`src/sv/bsc_pkg.sv`:
```
// ----------------------------------------------------------------------------
// bsc_pkg
// Shared types, constants and helpers for the barometric compensation block.
// ----------------------------------------------------------------------------
package bsc_pkg;

    typedef enum logic [2:0] {
        CAL_AC1_AC2 = 3'd0,
        CAL_AC3_AC4 = 3'd1,
        CAL_AC5_AC6 = 3'd2,
        CAL_B1_B2   = 3'd3,
        CAL_MC_MD   = 3'd4
    } cal_idx_t;

    typedef struct packed {
        logic [31:0] ac1_ac2;
        logic [31:0] ac3_ac4;
        logic [31:0] ac5_ac6;
        logic [31:0] b1_b2;
        logic [31:0] mc_md;
    } cal_t;

    localparam int TDIV_NUM_W = 27;
    localparam int TDIV_DEN_W = 20;
    localparam int PDIV_NUM_W = 32;
    localparam int PDIV_DEN_W = 17;

    localparam logic [31:0] B6_OFFSET = 32'd4000;
    localparam logic [31:0] K_X1      = 32'd3038;
    localparam logic [31:0] K_X2      = 32'hFFFF_E343; // -7357
    localparam logic [31:0] K_P       = 32'd3791;
    localparam logic [15:0] K_B7      = 16'd50000;
    localparam logic [31:0] K_B4      = 32'd32768;

    // payload riding along the temperature divider
    typedef struct packed {
        logic signed [18:0] t1;
        logic               qneg;
        logic               fault;
        logic [18:0]        up;
        logic [1:0]         mode;
    } tdiv_tag_t;

    // payload riding along the pressure divider
    typedef struct packed {
        logic signed [27:0] temp;
        logic               fault;
        logic               b7_hi;
    } pdiv_tag_t;

    function automatic logic [31:0] asr32(input logic [31:0] x, input logic [4:0] n);
        logic signed [31:0] xs;
        xs = signed'(x);
        return 32'(xs >>> n);
    endfunction

    function automatic logic [31:0] sx32(input logic [15:0] v);
        return {{16{v[15]}}, v};
    endfunction

endpackage

```
`src/sv/bsc_div.sv`:
```
// ----------------------------------------------------------------------------
// bsc_div
// Pipelined restoring unsigned divider, one quotient bit per stage.
// ----------------------------------------------------------------------------
module bsc_div #(
    parameter int NUM_W = 27,
    parameter int DEN_W = 20,
    parameter int TAG_W = 8
) (
    input  logic             clk,
    input  logic             rst_n,
    input  logic             in_valid,
    input  logic [NUM_W-1:0] num,
    input  logic [DEN_W-1:0] den,
    input  logic [TAG_W-1:0] in_tag,
    output logic             out_valid,
    output logic [NUM_W-1:0] quot,
    output logic [TAG_W-1:0] out_tag
);

    logic             v_reg   [NUM_W];
    logic [DEN_W-1:0] rem_reg [NUM_W];
    logic [NUM_W-1:0] nq_reg  [NUM_W];
    logic [DEN_W-1:0] den_reg [NUM_W];
    logic [TAG_W-1:0] tag_reg [NUM_W];

    for (genvar i = 0; i < NUM_W; i++)
    begin : g_stage
        logic             v_in;
        logic [DEN_W-1:0] rem_in;
        logic [NUM_W-1:0] nq_in;
        logic [DEN_W-1:0] den_in;
        logic [TAG_W-1:0] tag_in;
        logic [DEN_W:0]   trial;
        logic [DEN_W:0]   diff;

        if (i == 0)
        begin : g_first
            assign v_in   = in_valid;
            assign rem_in = '0;
            assign nq_in  = num;
            assign den_in = den;
            assign tag_in = in_tag;
        end
        else
        begin : g_next
            assign v_in   = v_reg[i-1];
            assign rem_in = rem_reg[i-1];
            assign nq_in  = nq_reg[i-1];
            assign den_in = den_reg[i-1];
            assign tag_in = tag_reg[i-1];
        end

        assign trial = {rem_in, nq_in[NUM_W-1]};
        assign diff  = trial - {1'b0, den_in};

        always_ff @(posedge clk or negedge rst_n)
        begin
            if (!rst_n)
                v_reg[i] <= 1'b0;
            else
                v_reg[i] <= v_in;
        end

        always_ff @(posedge clk)
        begin
            if (!diff[DEN_W])
            begin
                rem_reg[i] <= diff[DEN_W-1:0];
                nq_reg[i]  <= {nq_in[NUM_W-2:0], 1'b1};
            end
            else
            begin
                rem_reg[i] <= trial[DEN_W-1:0];
                nq_reg[i]  <= {nq_in[NUM_W-2:0], 1'b0};
            end
            den_reg[i] <= den_in;
            tag_reg[i] <= tag_in;
        end
    end

    assign out_valid = v_reg[NUM_W-1];
    assign quot      = nq_reg[NUM_W-1];
    assign out_tag   = tag_reg[NUM_W-1];

endmodule

```
`src/sv/bsc_temp.sv`:
```
// ----------------------------------------------------------------------------
// bsc_temp
// Temperature path: raw product, signed divide, B5 and rounded temperature.
// ----------------------------------------------------------------------------
module bsc_temp (
    input  logic                clk,
    input  logic                rst_n,
    input  bsc_pkg::cal_t       cal,
    input  logic                in_valid,
    input  logic [15:0]         ut,
    input  logic [18:0]         up,
    input  logic [1:0]          mode,
    output logic                out_valid,
    output logic signed [27:0]  b5,
    output logic signed [27:0]  temp,
    output logic                fault,
    output logic [18:0]         up_o,
    output logic [1:0]          mode_o
);

    logic                v1_reg;
    logic signed [33:0]  prod_reg;
    logic [18:0]         up1_reg;
    logic [1:0]          mode1_reg;

    logic signed [16:0]  diff;
    logic signed [16:0]  ac5_s;
    logic signed [33:0]  prod_next;

    assign diff      = signed'({1'b0, ut}) - signed'({1'b0, cal.ac5_ac6[15:0]});
    assign ac5_s     = signed'({1'b0, cal.ac5_ac6[31:16]});
    assign prod_next = diff * ac5_s;

    always_ff @(posedge clk or negedge rst_n)
    begin
        if (!rst_n)
            v1_reg <= 1'b0;
        else
            v1_reg <= in_valid;
    end

    always_ff @(posedge clk)
    begin
        prod_reg  <= prod_next;
        up1_reg   <= up;
        mode1_reg <= mode;
    end

    logic signed [18:0]  t1;
    logic signed [15:0]  md;
    logic signed [19:0]  den;
    logic signed [26:0]  num;
    logic [26:0]         num_mag;
    logic [19:0]         den_mag;
    bsc_pkg::tdiv_tag_t  tag_in;
    bsc_pkg::tdiv_tag_t  tag_out;
    logic                dv;
    logic [26:0]         qmag;

    assign t1      = prod_reg[33:15];
    assign md      = signed'(cal.mc_md[15:0]);
    assign den     = 20'(t1) + 20'(md);
    assign num     = signed'({cal.mc_md[31:16], 11'b0});
    assign num_mag = num[26] ? 27'(-num) : 27'(num);
    assign den_mag = den[19] ? 20'(-den) : 20'(den);

    always_comb
    begin
        tag_in.t1    = t1;
        tag_in.qneg  = num[26] ^ den[19];
        tag_in.fault = (den == '0);
        tag_in.up    = up1_reg;
        tag_in.mode  = mode1_reg;
    end

    bsc_div #(
        .NUM_W (bsc_pkg::TDIV_NUM_W),
        .DEN_W (bsc_pkg::TDIV_DEN_W),
        .TAG_W ($bits(bsc_pkg::tdiv_tag_t))
    ) u_div (
        .clk       (clk),
        .rst_n     (rst_n),
        .in_valid  (v1_reg),
        .num       (num_mag),
        .den       (den_mag),
        .in_tag    (tag_in),
        .out_valid (dv),
        .quot      (qmag),
        .out_tag   (tag_out)
    );

    logic signed [27:0]  q;
    logic signed [27:0]  b5_next;
    logic signed [27:0]  rnd;

    assign q       = tag_out.qneg ? -signed'({1'b0, qmag}) : signed'({1'b0, qmag});
    assign b5_next = 28'(tag_out.t1) + q;
    assign rnd     = b5_next + 28'sd8;

    logic                v3_reg;
    logic signed [27:0]  b5_reg;
    logic signed [27:0]  temp_reg;
    logic                fault_reg;
    logic [18:0]         up3_reg;
    logic [1:0]          mode3_reg;

    always_ff @(posedge clk or negedge rst_n)
    begin
        if (!rst_n)
            v3_reg <= 1'b0;
        else
            v3_reg <= dv;
    end

    always_ff @(posedge clk)
    begin
        b5_reg    <= b5_next;
        temp_reg  <= rnd >>> 4;
        fault_reg <= tag_out.fault;
        up3_reg   <= tag_out.up;
        mode3_reg <= tag_out.mode;
    end

    assign out_valid = v3_reg;
    assign b5        = b5_reg;
    assign temp      = temp_reg;
    assign fault     = fault_reg;
    assign up_o      = up3_reg;
    assign mode_o    = mode3_reg;

endmodule

```
`config.mk`:
```
export PLATFORM = sky130hd
export DESIGN_NAME = bsc_temp
export DESIGN_NICKNAME = d
export VERILOG_FILES = /design/src/sv/bsc_pkg.sv /design/src/sv/bsc_div.sv /design/src/sv/bsc_temp.sv
export SDC_FILE = /design/constraint.sdc
export NUM_CORES = 2
export LEC_CHECK = 0
export BUFFER_PORTS_ARGS = -buffer_cell sky130_fd_sc_hd__buf_2
export CAP_MARGIN = 10
export CORE_MARGIN = 3
export CORE_UTILIZATION = 47
export DETAILED_ROUTE_END_ITERATION = 12
export PLACE_DENSITY = 0.68
export SYNTH_ARGS = -nofsm -noshare
export SYNTH_HDL_FRONTEND = slang
export SYNTH_HIERARCHICAL = 1
export SYNTH_SLANG_ARGS = --single-unit
```
`constraint.sdc`:
```
create_clock -name clk -period 5.3 [get_ports clk]
set_input_delay 1.325 -clock clk [delete_from_list [all_inputs] [get_ports clk]]
set_output_delay 1.325 -clock clk [all_outputs]
set_load 0.05 [all_outputs]
```
==> impl_results.md <==
* Hold Path Stages at 0
* Commonest non-fill, non-tap cell in the layout: dfxtp_1
* Synthesized area per cell at 11.5 µm²
* DR pass1 iterations at 5
* CP bufs+invs at 9
* Share of layout cells above drive strength 1 at 0.152
* Die H at 487 µm
* Post-synthesis to final-layout area growth at 16.1%
* Max reg flops at 1134
* Final #Nets at 11279
* FMAX at 0.124 GHz
* Clock Latency Late Sink at 920 ps
* CP startpoint: cal[65]
* Critical Path RT at a little over 6000 ps
* Critical path launch point type: input pin
* Die width at approximately 500 µm
* Final setup viols at 19
* Dpl cells at 12757
* Asr flop ratio synth at 0.00952
* YS warnings at 6
* H-tree depth at 5
* Pin count of the biggest net entering global routing at 36
* Dpl hpwl at roughly 160000 µm
* Post-synth EDFFs at 0
* Row count at 175
* Vias post-DR at 65832
* Clk slew on worst S/H paths at 60 ps
* MaxCap Viol Count at 0
* Reg2Reg Setup Slack at around 500 ps
* Slowest stage delay, CP at around 520 ps
* Worst-case clock buffer depth at 4
* Hold WC Path Type: reg2reg
* Final Hold Slack at 283 ps
* Initial DRC count at 3165
* CTS tree: built
* Status: finished, violations left
* Final Slew Violations at 0
* ANT nets after route at 0
* Final Critical Period at 8060 ps
* Worst setup path category: in2reg
* Worst reg2reg path startpoint: u_div/nq_reg[1][279]
* Critical path's slowest cell: fa_1
* Initial core utilization at 0.475
* Family with the most delay on the worst path: adder cells
* Core area at 229000 µm²
* Synth cell types at 105
* Setup Skew at 78.6 ps
* Post-Syn Area at about 110000 µm²
* Clock sinks at 3046
* Root Driver: clkbuf_16
* Fin cells at 13346
* Initial antenna violation count at 7
* Crit Path Max Fanout at 5
* Seq cells post-synth at 3046
* Die area at about 240000 µm²
* DRC Markers at 0
* Crit. End Element: flop
* Hold violation count in the final report at 0
* Post-Syn Instances at 9480
* Tot GR Track Use at 0.176
* Io pins at 279
* WL final at 210000 µm
* WP depth at 36
* R2R depth at 16
* Failing checks: setup timing
* Vias per inst at a little under 5
* Routability cong. at 0.898
* GRT overflow at 0
* Setup ws final at -2760 ps
* Dominant synthesized flop cell: dfxtp_1
* Hold buffer count at CTS at 0
* RSZ-0062 raised after global routing: yes
* First-pass GRT wire length at 343000 µm
* Most frequent cells in the layout: dfxtp_1, inv_1, ha_1
* Final worst-path cycle share at 1.52
* Vias in the first global route at 67060
* Routed WL per cell at 15.7 µm
* TritonCTS Buffers at approximately 310
* Port Buffers at 182
* Total negative slack at -44040 ps
* CP arrival at 8870 ps
* Seq/Total Area, Yosys at 0.563
* Hold Startpoint: u_div/nq_reg[0][47]
* Slew @ Worst Pin at 1090 ps
* Max-slew headroom at 0.274
## worst paths after layout
path | to
worst max-delay path | prod_reg[30]
worst min-delay path | u_div/nq_reg[0][75]
worst max register to register | temp[23]
worst min register to register | u_div/nq_reg[0][75]
max in group asynchronous | u_div/g_stage[9].v_in
min in group asynchronous | v1_reg
## Yosys cell counts (all sizes together), types with 59 or more instances
library cell | instances | share of area
o21a | 112 | 0.0077
inv | 1058 | 0.037
nor2 | 368 | 0.013
nand3 | 135 | 0.0063
xor2 | 172 | 0.014
ha | 672 | 0.077
mux2 | 402 | 0.042
nor2b | 78 | 0.0045
nand2b | 59 | 0.0034
and2 | 134 | 0.0077
a21oi | 468 | 0.022
o21ai | 354 | 0.016
a211oi | 64 | 0.0046
fa | 305 | 0.056
clkbuf | 121 | 0.0042
xnor2 | 384 | 0.031
dfxtp | 3017 | 0.56
nand2 | 464 | 0.016
nor3 | 106 | 0.0049
a21o | 216 | 0.015
## routing by layer
metal | up-vias | wire length, µm | track usage | share of wire
met5 | - | 0 | 0 | 0
met4 | 0 | 5790 | 0.0561 | 0.028
met3 | 422 | 8790 | 0.0270 | 0.042
met2 | 1373 | 95900 | 0.291 | 0.46
met1 | 31124 | 99200 | 0.237 | 0.47
li1 | 32913 | - | - | -
## logic make-up (layout without fill, tap and decap cells)
kind of cell,count (synthesis),after routing,share of synthesized area
flops,3046,3046,0.563
buf+inv,1224,2060,0.0432
compound gates,1651,1651,0.0991
simple gates,1585,1585,0.0710
fa+ha+maj,977,977,0.134
xor+xnor,556,556,0.0450
other cells,2,23,0.0000691
mux,439,439,0.0454
## metrics by stage
step                area, µm²  utilization  setup WS, ps
floorplan              109000            -         -3230
global placement       115000        0.502         -3950
detailed placement     115000        0.502         -4030
CTS                    126000        0.550         -2840
global route           126000        0.552         -3000
finish                 126000        0.552         -2760
## what timing repair did
item	in CTS	in global routing
hold endpoints to repair	0	0
buffers inserted	30	19
setup endpoints to repair	19	19
gates resized for setup	56	88
pin swaps	54	108
## cell type report
| class | instances | area (µm²) |
|---|---|---|
| diodes | 3 | 7.51 |
| repair buffers | 456 | 3140 |
| inverters | 1058 | 3980 |
| clock inverters | 121 | 1610 |
| fillers | 19189 | 102000 |
| clock buffers | 425 | 8850 |
| flip-flops and latches | 3046 | 61100 |
| well taps | 3009 | 3760 |
| multi-input cells | 5228 | 43700 |
Power is left out: the tool's default activity adds up to more than one toggle a clock period on the data nets, which glitch-free logic cannot reach.
